--- config.mk ---
export PLATFORM = sky130hd
export DESIGN_NAME = boxcar_window_presence_detector_unit
export DESIGN_NICKNAME = d
export VERILOG_FILES = /design/src/rtl/core/bwpd_pkg.sv /design/src/rtl/core/bwpd_cell.sv /design/src/rtl/core/bwpd_div.sv /design/src/rtl/core/boxcar_window_presence_detector_unit.sv
export VERILOG_INCLUDE_DIRS = /design/src /design/src/rtl/core
export SDC_FILE = /design/constraint.sdc
export NUM_CORES = 1
export LEC_CHECK = 0
export ABC_AREA = 1
export ABC_CLOCK_PERIOD_IN_PS = 4800
export BUFFER_PORTS_ARGS = -buffer_cell sky130_fd_sc_hd__clkbuf_2
export CORE_ASPECT_RATIO = 0.75
export CORE_MARGIN = 2
export CORE_UTILIZATION = 45
export CTS_CLUSTER_DIAMETER = 150
export CTS_CLUSTER_SIZE = 30
export DETAILED_ROUTE_END_ITERATION = 10
export GPL_ROUTABILITY_DRIVEN = 0
export PLACE_DENSITY = 0.66
export SETUP_SLACK_MARGIN = 0.3
export SLEW_MARGIN = 20
export SYNTH_ARGS = -nofsm -noshare
export SYNTH_HDL_FRONTEND = slang
export SYNTH_SLANG_ARGS = --single-unit
--- constraint.sdc ---
create_clock -name i_clk -period 4.8 [get_ports i_clk]
set_input_delay 0.24 -clock i_clk [delete_from_list [all_inputs] [get_ports i_clk]]
set_output_delay 0.24 -clock i_clk [all_outputs]
set_load 0.005 [all_outputs]
--- src/rtl/core/boxcar_window_presence_detector_unit_defines.svh ---
// ----------------------------------------------------------------------------
// Boxcar window presence detector: assertion macros
// Shared assertion forms for the checks placed at the end of the top module.
// ----------------------------------------------------------------------------
`ifndef BOXCAR_WINDOW_PRESENCE_DETECTOR_UNIT_DEFINES_SVH
`define BOXCAR_WINDOW_PRESENCE_DETECTOR_UNIT_DEFINES_SVH

// Check that holds whenever the block is out of reset.
`define BWPD_ASSERT(lbl, clk, rst_n, prop, msg) \
    lbl: assert property (@(posedge clk) disable iff (!rst_n) prop) else $error(msg);

// Check that also holds while reset is applied.
`define BWPD_ASSERT_RST(lbl, clk, prop, msg) \
    lbl: assert property (@(posedge clk) prop) else $error(msg);

`endif

--- src/rtl/core/bwpd_pkg.sv ---
// ----------------------------------------------------------------------------
// Boxcar window presence detector: package
// Widths, reset values, register indexes and event codes used by the modules.
// ----------------------------------------------------------------------------
package bwpd_pkg;

    localparam int SAMPLE_W       = 12;
    localparam int WINDOW_DEF     = 25;
    localparam int REST_LEVEL_DEF = 1930;

    localparam logic [SAMPLE_W-1:0] UPPER_RESET = 12'd2000;
    localparam logic [SAMPLE_W-1:0] LOWER_RESET = 12'd1700;

    localparam int IN_DATA_W  = 16;
    localparam int OUT_DATA_W = 16;

    typedef enum logic [0:0] {
        REG_UPPER = 1'b0,
        REG_LOWER = 1'b1
    } t_reg_idx;

    typedef enum logic [1:0] {
        EV_NONE     = 2'd0,
        EV_DOCKED   = 2'd1,
        EV_UNDOCKED = 2'd2
    } t_dock_event;

    // Handshake between two pipeline stages.
    typedef struct packed {
        logic valid;
        logic advance;
    } t_stage_ctl;

endpackage

--- src/rtl/core/bwpd_cell.sv ---
// ----------------------------------------------------------------------------
// Boxcar window presence detector: window cell
// One slot of the sample window; takes its input (the new sample or its neighbour's) on each shift.
// ----------------------------------------------------------------------------
module bwpd_cell
    import bwpd_pkg::*;
#(
    parameter int REST_LEVEL = REST_LEVEL_DEF
) (
    input  logic                i_clk,
    input  logic                i_rst_n,
    input  logic                i_shift,
    input  logic [SAMPLE_W-1:0] i_d,
    output logic [SAMPLE_W-1:0] o_q
);

    logic [SAMPLE_W-1:0] r_q;

    always_ff @(posedge i_clk) begin
        if (!i_rst_n) begin
            r_q <= SAMPLE_W'(REST_LEVEL);
        end else if (i_shift) begin
            r_q <= i_d;
        end
    end

    assign o_q = r_q;

endmodule

--- src/rtl/core/bwpd_div.sv ---
// ----------------------------------------------------------------------------
// Boxcar window presence detector: window divider
// Divides the running sum by the window length through a registered
// multiplication by a fixed reciprocal.
// ----------------------------------------------------------------------------
module bwpd_div
    import bwpd_pkg::*;
#(
    parameter int WINDOW = WINDOW_DEF,
    parameter int SUM_W  = 17
) (
    input  logic                i_clk,
    input  logic                i_rst_n,
    input  t_stage_ctl          i_ctl,
    input  logic [SUM_W-1:0]    i_sum,
    output logic                o_valid,
    output logic [SAMPLE_W-1:0] o_avg
);

    // The error of the rounded-up reciprocal stays below one step as long as
    // the shift covers the sum width plus the bits of the window length.
    localparam int REC_SH = SUM_W + $clog2(WINDOW);
    localparam int REC_W  = REC_SH + 1;
    localparam logic [REC_W-1:0] REC_M =
        REC_W'(((64'd1 << REC_SH) + 64'(WINDOW) - 64'd1) / 64'(WINDOW));
    localparam int PROD_W = SUM_W + REC_W;

    logic              r_valid;
    logic [PROD_W-1:0] r_prod;
    logic [PROD_W-1:0] n_prod;

    assign n_prod = PROD_W'(i_sum) * PROD_W'(REC_M);

    always_ff @(posedge i_clk) begin
        if (!i_rst_n) begin
            r_valid <= 1'b0;
        end else if (i_ctl.advance) begin
            r_valid <= i_ctl.valid;
        end
    end

    always_ff @(posedge i_clk) begin
        if (i_ctl.advance && i_ctl.valid) begin
            r_prod <= n_prod;
        end
    end

    assign o_valid = r_valid;
    assign o_avg   = r_prod[REC_SH +: SAMPLE_W];

endmodule

--- src/rtl/core/boxcar_window_presence_detector_unit.sv ---
// ----------------------------------------------------------------------------
// Boxcar window presence detector
// Moving average over a window of hall-sensor samples, compared against an
// upper and a lower bound, with docking and undocking events.
// ----------------------------------------------------------------------------
// Channel   Direction  Word contents
// s_axis    in         sample
// m_axis    out        average, active, dock_event
// cfg       in         upper_bound (index 0), lower_bound (index 1)
//
// One word is taken per cycle unless a stall reaches the input; each result
// passes the window shift and sum, reciprocal multiply and compare stages in turn.
// The sample window is a row of cells that shifts once per accepted word.
// Reset presets every cell to the rest level.
// Each stage holds its word while the next one holds, so bubbles close up
// and a stall on the output reaches the input only when all stages are full.
// ----------------------------------------------------------------------------
module boxcar_window_presence_detector_unit
    import bwpd_pkg::*;
#(
    parameter int WINDOW     = WINDOW_DEF,
    parameter int REST_LEVEL = REST_LEVEL_DEF
) (
    input  logic                  i_clk,
    input  logic                  i_rst_n,
    input  logic                  i_s_tvalid,
    output logic                  o_s_tready,
    input  logic [IN_DATA_W-1:0]  i_s_tdata,   // [11:0] sample
    output logic                  o_m_tvalid,
    input  logic                  i_m_tready,
    output logic [OUT_DATA_W-1:0] o_m_tdata,   // [11:0] average, [12] active,
                                               // [14:13] dock_event
    input  logic                  i_cfg_we,
    input  logic [0:0]            i_cfg_idx,
    input  logic [SAMPLE_W-1:0]   i_cfg_wdata
);

`include "boxcar_window_presence_detector_unit_defines.svh"

    localparam int SUM_W = $clog2(WINDOW * ((1 << SAMPLE_W) - 1) + 1);

    logic [SAMPLE_W-1:0] r_upper;
    logic [SAMPLE_W-1:0] r_lower;

    logic [SAMPLE_W-1:0] w_cell_q [WINDOW];
    logic [SAMPLE_W-1:0] w_sample;
    logic                w_accept;

    logic                r_s1_valid;
    logic [SUM_W-1:0]    r_sum;
    logic [SUM_W-1:0]    n_sum;

    logic                w_div_valid;
    logic [SAMPLE_W-1:0] w_avg;
    t_stage_ctl          w_div_ctl;

    logic                w_en_out;
    logic                w_en_div;
    logic                w_en_s1;

    logic                r_out_valid;
    logic [SAMPLE_W-1:0] r_out_avg;
    logic                r_out_active;
    t_dock_event         r_out_ev;
    logic                r_docked;

    logic                n_active;
    t_dock_event         n_ev;

    // Configuration registers.
    always_ff @(posedge i_clk) begin
        if (!i_rst_n) begin
            r_upper <= UPPER_RESET;
            r_lower <= LOWER_RESET;
        end else if (i_cfg_we) begin
            case (t_reg_idx'(i_cfg_idx))
                REG_UPPER: r_upper <= i_cfg_wdata;
                REG_LOWER: r_lower <= i_cfg_wdata;
                default: ;
            endcase
        end
    end

    // Stage enables: a stage moves on when it is empty or its successor moves.
    assign w_en_out   = !r_out_valid || i_m_tready;
    assign w_en_div   = !w_div_valid || w_en_out;
    assign w_en_s1    = !r_s1_valid || w_en_div;
    assign o_s_tready = w_en_s1;
    assign w_accept   = i_s_tvalid && w_en_s1;
    assign w_sample   = i_s_tdata[SAMPLE_W-1:0];

    // Window of samples: the newest enters the first cell, the oldest leaves
    // the last one.
    for (genvar g = 0; g < WINDOW; g++) begin : g_cell
        if (g == 0) begin : g_head
            bwpd_cell #(
                .REST_LEVEL (REST_LEVEL)
            ) u_cell (
                .i_clk   (i_clk),
                .i_rst_n (i_rst_n),
                .i_shift (w_accept),
                .i_d     (w_sample),
                .o_q     (w_cell_q[g])
            );
        end else begin : g_body
            bwpd_cell #(
                .REST_LEVEL (REST_LEVEL)
            ) u_cell (
                .i_clk   (i_clk),
                .i_rst_n (i_rst_n),
                .i_shift (w_accept),
                .i_d     (w_cell_q[g-1]),
                .o_q     (w_cell_q[g])
            );
        end
    end

    // Running sum; it also serves as the payload of the first stage.
    assign n_sum = SUM_W'((SUM_W+1)'(r_sum) + (SUM_W+1)'(w_sample)
                          - (SUM_W+1)'(w_cell_q[WINDOW-1]));

    always_ff @(posedge i_clk) begin
        if (!i_rst_n) begin
            r_sum      <= SUM_W'(REST_LEVEL * WINDOW);
            r_s1_valid <= 1'b0;
        end else begin
            if (w_accept) begin
                r_sum <= n_sum;
            end
            if (w_en_s1) begin
                r_s1_valid <= i_s_tvalid;
            end
        end
    end

    assign w_div_ctl.valid   = r_s1_valid;
    assign w_div_ctl.advance = w_en_div;

    bwpd_div #(
        .WINDOW (WINDOW),
        .SUM_W  (SUM_W)
    ) u_div (
        .i_clk   (i_clk),
        .i_rst_n (i_rst_n),
        .i_ctl   (w_div_ctl),
        .i_sum   (r_sum),
        .o_valid (w_div_valid),
        .o_avg   (w_avg)
    );

    // Bound compare and edge detection on the docked flag.
    always_comb begin
        n_active = (w_avg > r_upper) || (w_avg < r_lower);
        n_ev     = EV_NONE;
        if (!r_docked && n_active) begin
            n_ev = EV_DOCKED;
        end else if (r_docked && !n_active) begin
            n_ev = EV_UNDOCKED;
        end
    end

    always_ff @(posedge i_clk) begin
        if (!i_rst_n) begin
            r_out_valid <= 1'b0;
            r_docked    <= 1'b0;
        end else if (w_en_out) begin
            r_out_valid <= w_div_valid;
            if (w_div_valid) begin
                r_docked <= n_active;
            end
        end
    end

    always_ff @(posedge i_clk) begin
        if (w_en_out && w_div_valid) begin
            r_out_avg    <= w_avg;
            r_out_active <= n_active;
            r_out_ev     <= n_ev;
        end
    end

    assign o_m_tvalid = r_out_valid;
    assign o_m_tdata  = {{(OUT_DATA_W - SAMPLE_W - 3){1'b0}}, r_out_ev, r_out_active,
                         r_out_avg};

    `BWPD_ASSERT(a_event_matches_active, i_clk, i_rst_n, (r_out_valid && r_out_ev == EV_DOCKED) |-> r_out_active, "docking event without active result")
    `BWPD_ASSERT(a_undock_inactive, i_clk, i_rst_n, (r_out_valid && r_out_ev == EV_UNDOCKED) |-> !r_out_active, "undocking event with active result")
    `BWPD_ASSERT(a_docked_tracks_out, i_clk, i_rst_n, r_out_valid |-> (r_docked == r_out_active), "docked flag differs from held result")
    `BWPD_ASSERT(a_accept_fills_s1, i_clk, i_rst_n, w_accept |=> r_s1_valid, "accepted word did not enter the first stage")
    `BWPD_ASSERT_RST(a_reset_empties_out, i_clk, !i_rst_n |=> !r_out_valid, "output valid after reset")

endmodule
==> Word-level counts from Yosys, hierarchy flattened <==
Cells that the tools add are included.
W data, S select, Z words.
{ "totals": {"register_bits": 394, "out_inout_bits": 18, "elab_cells": 60} }
{ "op_classes": {"addsub": 2, "multipliers": 1, "n_lt_le_gt_ge": 2, "n_mux": 1, "n_bitwise": 1, "n_reduce_logical": 17} }
{ "ops": {"columns": ["op", "n"], "rows": [
  ["$mul A17 B18 Y34 const B", 1],
  ["$add A17 B12 Y17", 1],
  ["$sub A17 B12 Y17", 1],
  ["$gt A12 B12 Y1", 1],
  ["$lt A12 B12 Y1", 1],
  ["$reduce_and A2 Y1", 3],
  ["$logic_and A1 B1 Y1", 5],
  ["$logic_not A1 Y1", 5],
  ["$logic_or A1 B1 Y1", 4],
  ["$mux W2", 1],
  ["$not A1 Y1", 1]
]} }

==> Depth between registers and ports, before layout <==
Gate-level depths: netlist of run 1.
{ "logic_depth": {"depth_word": 5, "mapped_depth": 25, "depth_no_buf": 25} }

==> Cells and area by module <==
From an unflattened synthesis of run 1, not the netlist that was laid out.
{ "hier_totals": {"cells_unflattened": 2935, "hier_area_um2": 22137.5} }
{ "modules_own_cells": {"columns": ["module", "n_inst", "cells_each", "area_each_um2", "seq_area_each_um2"], "rows": [
  ["bwpd_cell", 25, 64, 467.9, 240.2],
  ["bwpd_div", 1, 800, 6496.2, 380.4],
  ["boxcar_window_presence_detector_unit", 1, 535, 3942.5, 1331.3]
]} }

==> Worst setup path before layout of run 1 <==
OpenSTA, ideal clock, no wires.
{ "synth_path": {"path_kind": "register to register", "start": "register r_sum[15]", "end": "register u_div.r_prod[30], data pin", "setup_time_ns": 0.252, "arrival_ns": 4.715, "t_required_ns": 4.548, "path_slack_ns": -0.167, "path_stages_with_launch": 21, "period_less_slack_ns": 4.967, "path_cell_list": "dfxtp_1 -> inv_1 -> ha_1 -> fa_1 -> inv_1 -> fa_1 -> fa_1 -> fa_1 -> inv_1 -> fa_1 -> inv_1 -> ha_1 -> nand2_1 -> inv_1 -> nand2_1 -> nor3_1 -> nand2_1 -> nor2_1 -> nand2_1 -> nand3_1 -> nand2_1"} }
{ "synth_via": {"elab_chain_cells": 1} }
{ "synth_lines": {"columns": ["element", "line", "source"], "rows": [
  ["from (decl)", "boxcar_window_presence_detector_unit.sv:50", "logic [SUM_W-1:0] r_sum;"],
  ["from (signal assigned)", "boxcar_window_presence_detector_unit.sv:124", "r_sum <= SUM_W'(REST_LEVEL * WINDOW);"],
  ["from (signal assigned)", "boxcar_window_presence_detector_unit.sv:128", "r_sum <= n_sum;"],
  ["$mul A17 B18 Y34", "bwpd_div.sv:32", "assign n_prod = PROD_W'(i_sum) * PROD_W'(REC_M);"],
  ["net u_div.n_prod[30]", "bwpd_div.sv:30", "logic [PROD_W-1:0] n_prod;"],
  ["to (signal assigned)", "bwpd_div.sv:44", "r_prod <= n_prod;"],
  ["to (decl)", "bwpd_div.sv:29", "logic [PROD_W-1:0] r_prod;"]
]} }
The timed path passes the listed nets, and every way through them passes these cells.
A chain may end at the register's enable or synchronous reset.

==> Worst setup path in the final report of run 1 <==
{ "layout_path": {"start": "register r_sum[4]", "end": "register u_div.r_prod[23], data pin"} }
Same word-level chain as after synthesis.

==> metrics, run 1 <==
crit start category=register; Syn-to-layout area delta=9.73%; final WL=42,500 um; most frequent CP cell=fa_1; Hold WS=21.7 ps; Fmax=0.203 GHz; layout cells sized above 1=10.5%; FP Rows=68; routed vias=15,900; Req. time, crit path=5080 ps; Syn Area/Cell=7.98 um^2; RSZ-0062 raised after global routing=yes; Worst path depth=22; Slew @ Worst Pin=1130 ps; Initial Utilization=45.4%; clk_lat worst skew=550 ps; via count of the first global-routing pass=15,000; Worst path slowest cell=fa_1; die area=47,900 um^2; crit path buf inv count=7; die width=252 um; fin crit share=103%; # IOs=52; multi-input logic area=11,300 um^2; Total Neg Setup Slack=-1210 ps; R2R setup slack=-130 ps; Wirelength per Cell=13.1 um; HPWL after DPL=31,100 um; Worst Setup SP=r_sum[4]$_SDFFE_PN1P_; # DRC=0; Detail Route Antenna Nets=0; core area=45,800 um^2; vias per cell=4.89; yosys warns=0; post-synthesis sequential area ratio=37.1%; failing checks=setup timing; DRT Pass-1 Iters=5; CTS tree=done; CTS root buf=clkbuf_16; fin crit period=4930 ps; Syn Std Cell Area=20,800 um^2; Final WS setup=-128 ps; crit path capture=u_div.r_prod[23]$_DFFE_PP_; Final Setup Violations=12; clock-pin slew on the worst setup and hold paths=110 ps; run status=finished with violations; Final Max Tran Viols=0; Final Hold Fails=0; library cells used by synthesis=39; Die Span Y=190 um; first-pass GRT wire length=72,500 um; CP Data Arrival Time=5210 ps; Critical Path End Type=register; Reg-to-Reg End=u_div.r_prod[23]$_DFFE_PP_; CP cell instances=fa_1, inv_2, fa_1, inv_1, fa_1, inv_2, fa_1, inv_2, fa_1, inv_1, fa_1, inv_2, ha_4, nand2_2, inv_2, nand2_2, nor3_2, o21ai_1, nand2_2, nand2_2, nand3_2, nand2_1; skew final=43.1 ps; Sequential Area=7760 um^2; crit-path max cell delay=580 ps; Layout fillers=4,310; Overflow after GRT=0; critical path class=register to register; relative slew slack=24.4%; antenna violations before repair=0; max-cap viol count=0; # clock sinks=372; Initial DRC Count=1,210; CTS buffer count=16; largest net degree at the start of global routing=263; # port buffers=46; nets=2,987; R2R depth=22; # H-tree levels=1; Synthesized Nets=2,936; Max FO, Critical Path=4; delay-heaviest family, CP=adder cells; Tot GR Track Use=18.0%; Hold WC Path Type=primary input to register; CTS Buffer Depth=3; Synth Register Bits=372; antenna diode instance count=0; Synth Instances=2,603; worst r2r src=r_sum[4]$_SDFFE_PN1P_
-- metal layers --
layer | GRT usage (%) | vias up | wire length, um
li1 | - | 8198 | -
met1 | 27.1 | 7442 | 21700
met2 | 27.0 | 260 | 18000
met3 | 3.82 | 23 | 2420
met4 | 2.41 | 0 | 402
met5 | 0 | - | 0
-- worst min-delay path by stage --
stage	cells past startpoint	from	to	slack, ps
6_report	3	i_cfg_wdata[3]	r_lower[3]$_SDFFE_PN0P_	20
5_1_grt	3	i_s_tdata[11]	g_cell[0].g_head.u_cell.o_q[11]$_SDFFE_PN0P_	30
4_1_cts	3	i_cfg_wdata[3]	r_lower[3]$_SDFFE_PN0P_	3
3_5_place_dp	2	g_cell[18].g_body.u_cell.o_q[8]$_SDFFE_PN1P_	g_cell[19].g_body.u_cell.o_q[8]$_SDFFE_PN1P_	440
3_3_place_gp	2	g_cell[0].g_head.u_cell.o_q[10]$_SDFFE_PN1P_	g_cell[1].g_body.u_cell.o_q[10]$_SDFFE_PN1P_	440
2_1_floorplan	2	i_cfg_wdata[10]	r_lower[10]$_SDFFE_PN1P_	370
-- cell families after synthesis --
logic type                 count (synthesis)  synth area share [%]
AOI/OAI and AO/OA                        289                  7.38
xor gates and xnor gates                   6                 0.253
adders and majority gates                299                  22.4
buffers and inverters                    489                  10.5
DFF                                      372                  37.1
other                                      1                0.0180
and+or+nand+nor                         1147                  22.4
-- cell type report --
type                            instances  area share, %
Clock buffer                           20           1.92
Clock inverter                          2          0.110
Inverter                              376           6.27
Multi-Input combinational cell       1742           49.8
Sequential cell                       372           34.0
Tap cell                              595           3.27
Timing Repair Buffer                  146           4.64
-- flip-flops by register name, summed over array words and instances (netlist names) --
signal                    flops
g_cell.g_body.u_cell.o_q    288
r_sum                        17
g_cell.g_head.u_cell.o_q     12
r_lower                      12
r_out_avg                    12
r_upper                      12
u_div.r_prod                 12
r_out_ev                      2
o_m_tvalid                    1
r_docked                      1
r_out_active                  1
r_s1_valid                    1
u_div.o_valid                 1
-- worst register-to-register path, cell delays in order, from the launching register on --
cell     delay, ps
dfxtp_4        380
fa_1           580
inv_2           50
fa_1           480
inv_1           50
fa_1           490
inv_2           40
fa_1           490
inv_2           40
fa_1           470
inv_1           50
fa_1           490
inv_2           40
ha_4           270
nand2_2         70
inv_2           60
nand2_2         60
nor3_2         140
o21ai_1        100
nand2_2        160
nand2_2         80
nand3_2         60
nand2_1         60
-- synthesized netlist by cell type, drive strengths merged --
cell / n / area share (%)
nand3b: 3 / 0.11
a21oi: 79 / 1.9
fa: 121 / 12
xnor2: 4 / 0.17
ha: 178 / 11
nor3: 11 / 0.29
or2: 5 / 0.15
and2: 3 / 0.090
buf: 72 / 2.9
nand3: 192 / 4.6
nand2: 575 / 10
nor2: 350 / 6.4
o211ai: 21 / 0.83
and3: 1 / 0.030
o21bai: 5 / 0.18
conb: 1 / 0.018
nor4: 1 / 0.030
edfxtp: 27 / 3.9
xor2: 2 / 0.084
nand4: 6 / 0.18
inv: 376 / 6.8
clkbuf: 41 / 0.74
o21a: 1 / 0.036
dfxtp: 345 / 33
o21ai: 181 / 4.4
a21o: 1 / 0.036
a31oi: 1 / 0.030
-- timing repair --
item	in CTS	in global routing
buffers inserted	3	0
hold buffers	11	0
gates cloned	0	0
endpoints found under the hold margin	18	0
pin swaps	25	6
endpoints found under the setup margin	12	12
resized for setup	41	15
-- cell usage in the layout (no fill, tap or decap), types with 3 or more instances in the layout --
cell,Yosys,routed
inv_2,1,16
a21oi_1,79,69
o21bai_1,5,4
fa_2,0,8
o211ai_2,3,3
nand3b_1,3,3
fa_1,121,113
clkbuf_1,41,3
dfxtp_4,0,10
nor2_1,348,342
nand3_1,192,188
a21oi_2,0,10
ha_4,0,17
clkbuf_2,0,45
nand2_1,571,547
nand3_2,0,3
dfxtp_2,0,4
dfxtp_1,345,331
ha_1,178,161
nand2_4,2,6
xnor2_1,4,4
and2_1,3,3
nand2_2,2,21
nor3_4,0,3
or2_2,5,5
nand4_1,6,6
o211ai_1,18,18
clkbuf_16,0,17
buf_4,14,85
o21ai_0,161,160
o21ai_1,20,21
inv_1,374,356
dlygate4sd3_1,0,11
nor3_2,1,3
edfxtp_1,27,27
nor3_1,10,5
nor2_2,1,6
-- metrics by stage --
step / worst slack (ps) / utilization (%) / std cells / cell area (um^2)
floorplan: 128 / - / 2603 / 21100
global placement: -122 / 48.0 / 3216 / 21900
detailed placement: -230 / 48.0 / 3216 / 21900
CTS: -113 / 49.6 / 3252 / 22700
global route: -368 / 49.8 / 3253 / 22800
finish: -128 / 49.8 / 3253 / 22800
Power of run 1 is left out: the tool's default activity adds up to more than one toggle a clock period on the data nets, which glitch-free logic cannot reach.
==> inputs of run 2 (changes only) <==
ABC_CLOCK_PERIOD_IN_PS = not set   (was 4800)
REMOVE_ABC_BUFFERS = 1   (was not set)
==> metrics, run 2 (synthesized netlist as in run 1, its figures left out) <==
Critical Path End Type=register; R2R setup slack=-150 ps; CTS buffer count=16; Die Span Y=190 um; layout cells sized above 1=11.3%; antenna diode instance count=0; die width=252 um; fin crit period=4950 ps; clock-pin slew on the worst setup and hold paths=120 ps; CTS root buf=clkbuf_16; relative slew slack=43.5%; worst r2r src=r_sum[2]$_SDFFE_PN0P_; failing checks=setup timing; # H-tree levels=1; die area=47,900 um^2; most frequent cells in the layout=546 x nand2_1, 355 x inv_1, 340 x nor2_1; first-pass GRT wire length=73,900 um; CTS tree=done; hold endpoint=g_cell[0].g_head.u_cell.o_q[5]$_SDFFE_PN0P_; # port buffers=46; GR Util met1=26.4%; nets=3,007; met2 usage=30.0%; Tot GR Track Use=18.4%; global route hottest layer=met2; Syn-to-layout area delta=10.4%; max-cap viol count=0; RSZ-0062 raised after global routing=yes; met3 Use GR=2.61%; clk_lat worst skew=550 ps; Initial Utilization=45.4%; Largest register FFs=288; FP Rows=68; CP Data Arrival Time=5260 ps; Hold Path Depth=3; Max FO, Critical Path=3; Reg-to-Reg End=u_div.r_prod[32]$_DFFE_PP_; Initial DRC Count=1,104; R2R depth=22; final WL=44,200 um; via count of the first global-routing pass=15,500; vias per cell=4.94; commonest non-fill, non-tap cell in the layout=nand2_1; skew final=25.1 ps; Final Hold Fails=0; Fmax=0.202 GHz; DRT Pass-1 Iters=7; Wirelength per Cell=13.5 um; Hold WC Path Type=primary input to register; Req. time, crit path=5120 ps; core area=45,800 um^2; Sequential Area=7740 um^2; Hold Crit Start=i_s_tdata[5]; Detail Route Antenna Nets=0; # IOs=52; # DRC=0; Final WS setup=-147 ps; crit start category=register; # clock sinks=372; multi-input logic area=11,400 um^2; Slew @ Worst Pin=848 ps; HPWL after DPL=31,900 um; Final Max Tran Viols=0; Overflow after GRT=0; Inst Count DP=3,228; critical path class=register to register; routed vias=16,100; run status=finished with violations; CTS Buffer Depth=3; antenna violations before repair=0; Final Setup Violations=12; largest net degree at the start of global routing=212; fin crit share=103%; Layout fillers=4,317; Layout Cells excl Fill=3,271
-- run 2: layout make-up --
cell class,instances,area share (%)
timing repair buffer,166,5.28
multi-input combinational,1742,49.6
clock inverter,2,0.158
sequential,372,33.7
tap,595,3.24
inverter,376,6.20
clock buffer,18,1.78
-- run 2: timing repair --
item | 4_1_cts | 5_1_grt
setup buffers | 6 | 5
gates cloned | 0 | 0
resized for setup | 88 | 50
endpoints found under the hold margin | 19 | 0
setup endpoints to repair | 12 | 12
pin swaps | 51 | 33
hold buffers | 12 | 0
-- run 2: layer usage --
metal	part of all wire, %	vias up
li1	-	8237
met4	1.4	0
met5	0	-
met3	4.3	39
met2	45	282
met1	50	7585
-- run 2: worst max path at each step --
stage,start,endpoint,depth (start not counted),slack (ps)
3_5_place_dp,r_sum[2]$_SDFFE_PN0P_,u_div.r_prod[27]$_DFFE_PP_,22,-380
2_1_floorplan,r_sum[15]$_SDFFE_PN1P_,u_div.r_prod[30]$_DFFE_PP_,20,-170
4_1_cts,r_sum[4]$_SDFFE_PN1P_,u_div.r_prod[27]$_DFFE_PP_,22,-130
3_3_place_gp,r_sum[14]$_SDFFE_PN0P_,u_div.r_prod[30]$_DFFE_PP_,18,-250
6_report,r_sum[2]$_SDFFE_PN0P_,u_div.r_prod[32]$_DFFE_PP_,22,-150
5_1_grt,r_sum[2]$_SDFFE_PN0P_,u_div.r_prod[32]$_DFFE_PP_,22,-370
-- run 2: critical path, cell delays in order, from the launching register on --
cell     delay, ps
dfxtp_2        340
fa_1           570
inv_1           70
fa_1           540
inv_1           50
fa_1           480
inv_1           50
fa_1           470
inv_1           50
fa_1           490
inv_2           50
fa_1           490
inv_2           50
ha_4           290
nand2_2         80
nor2_2         130
inv_1           70
nor2_1         100
nand2_1         70
nand2_2         70
nand2_1         80
nand3_1         90
nand2_1         60
-- run 2: metrics by stage --
step	utilization [%]	setup TNS (ps)	hold slack [ps]	setup WS [ps]	instance area, um^2
6_report	50.1	-1350	2.47	-147	22900
5_1_grt	50.1	-3740	14.8	-374	22900
4_1_cts	49.6	-1080	0.444	-127	22700
3_5_place_dp	47.6	-3890	440	-375	21800
3_3_place_gp	47.6	-2210	437	-251	21800
2_1_floorplan	-	-1380	316	-167	20000
Power of run 2 is left out for the same reason.
==> inputs of run 3 (changes only) <==
GPL_ROUTABILITY_DRIVEN = not set   (was 0)
MAX_ROUTING_LAYER = met4   (was not set)
PLACE_DENSITY = not set   (was 0.66)
PLACE_DENSITY_LB_ADDON = 0.1   (was not set)
==> metrics, run 3 (synthesized netlist as in run 1, its figures left out) <==
Syn-to-layout area delta=12.1%; Layout fillers=4,544; FP Rows=68; Hold WC Path Type=primary input to register; die width=252 um; critical path class=register to register; routed vias=15,800; DRT Pass-1 Iters=5; # port buffers=46; # clock sinks=372; relative slew slack=34.6%; CTS tree=done; die area=47,900 um^2; max-cap viol count=0; # DRC=0; # IOs=52; CP Data Arrival Time=5220 ps; R2R depth=21; Initial DRC Count=1,075; failing checks=setup timing; antenna violations before repair=0; Final Max Tran Viols=0; Final WS setup=-121 ps; Detail Route Antenna Nets=0; # H-tree levels=1; multi-input logic area=11,500 um^2; worst r2r src=r_sum[4]$_SDFFE_PN1P_; skew final=33.3 ps; clk_lat worst skew=560 ps; antenna diode instance count=0; Hold Path Depth=3; hold endpoint=r_upper[1]$_SDFFE_PN0P_; Wirelength per Cell=13.9 um; CTS buffer count=16; CTS root buf=clkbuf_16; fin crit period=4920 ps; worst slack, placed=-374 ps; Reg-to-Reg End=u_div.r_prod[33]$_DFFE_PP_; Largest register FFs=288; GP Congestion=0.926; Die Span Y=190 um; RSZ-0062 raised after global routing=yes; R2R setup slack=-120 ps; fin crit share=103%; final WL=45,700 um; Hold Crit Start=i_cfg_wdata[1]; Critical Path End Type=register; Slew @ Worst Pin=981 ps; via count of the first global-routing pass=15,200; Initial Utilization=45.4%; core area=45,800 um^2; vias per cell=4.81; HPWL after DPL=32,900 um; commonest non-fill, non-tap cell in the layout=nand2_1; first-pass GRT wire length=76,900 um; CTS Buffer Depth=3; Final Setup Violations=12; nets=3,032; clock-pin slew on the worst setup and hold paths=120 ps; crit start category=register; run status=finished with violations; layout cells sized above 1=13.0%; most frequent cells in the layout=536 x nand2_1, 349 x inv_1, 338 x nor2_1; Tot GR Track Use=20.0%; largest net degree at the start of global routing=245; Req. time, crit path=5100 ps; Max FO, Critical Path=3; Sequential Area=7750 um^2; Fmax=0.203 GHz; Final Hold Fails=0; Overflow after GRT=0
run 3: what timing repair did:
item,4_1_cts,5_1_grt
resized for setup,130,46
hold endpoints to repair,28,0
setup buffers,14,4
hold buffers,19,0
pin swaps,78,31
endpoints found under the setup margin,12,12
run 3: layer usage:
| layer | up-vias | share of wire, % | routed length (um) | track usage (%) |
|---|---|---|---|---|
| li1 | 8290 | - | - | - |
| met1 | 7349 | 54 | 24600 | 30.4 |
| met2 | 177 | 42 | 19100 | 29.2 |
| met3 | 26 | 3.2 | 1480 | 2.45 |
| met4 | 0 | 1.1 | 495 | 2.46 |
| met5 | - | 0 | 0 | - |
run 3: worst max-delay path by stage:
| stage | from | slack, ps | end | depth (start not counted) |
|---|---|---|---|---|
| floorplan | r_sum[15]$_SDFFE_PN1P_ | -170 | u_div.r_prod[30]$_DFFE_PP_ | 20 |
| global placement | r_sum[5]$_SDFFE_PN1P_ | -300 | u_div.r_prod[31]$_DFFE_PP_ | 19 |
| detailed placement | r_sum[5]$_SDFFE_PN1P_ | -370 | u_div.r_prod[31]$_DFFE_PP_ | 19 |
| CTS | r_sum[4]$_SDFFE_PN1P_ | -80 | u_div.r_prod[25]$_DFFE_PP_ | 21 |
| global route | r_sum[4]$_SDFFE_PN1P_ | -320 | u_div.r_prod[31]$_DFFE_PP_ | 21 |
| finish | r_sum[4]$_SDFFE_PN1P_ | -120 | u_div.r_prod[33]$_DFFE_PP_ | 21 |
run 3: area by class of cell:
| class | instances | area share (%) |
|---|---|---|
| timing repair buffer | 191 | 6.21 |
| sequential | 372 | 33.3 |
| clock inverter | 2 | 0.156 |
| multi-input combinational | 1742 | 49.3 |
| inverter | 376 | 6.10 |
| tap | 595 | 3.20 |
| clock buffer | 18 | 1.75 |
run 3: per-stage QoR:
stage / cells / hold WS [ps] / util, % / TNS, ps / area [um^2]
6_report: 3296 / 25.7 / 50.9 / -862 / 23300
5_1_grt: 3296 / 36.6 / 50.9 / -2880 / 23300
4_1_cts: 3292 / 8.30 / 50.5 / -562 / 23100
3_5_place_dp: 3239 / 439 / 47.8 / -3490 / 21900
3_3_place_gp: 3239 / 435 / 47.8 / -2660 / 21900
2_1_floorplan: 2490 / 316 / - / -1380 / 20000
run 3: worst max-delay path: stages (launching register included):
cell and delay (ps):
dfxtp_2 340, fa_1 550, inv_1 60, fa_1 480, inv_1 50, fa_1 490
inv_1 50, fa_1 490, inv_2 40, fa_1 520, inv_1 50, fa_1 490
inv_2 50, ha_4 300, nand2_4 60, buf_6 120, nor3_4 150, nand2_1 90
nand2_2 110, nand2_2 60, nand3_1 80, nand2_1 60
Power of run 3 is left out for the same reason.
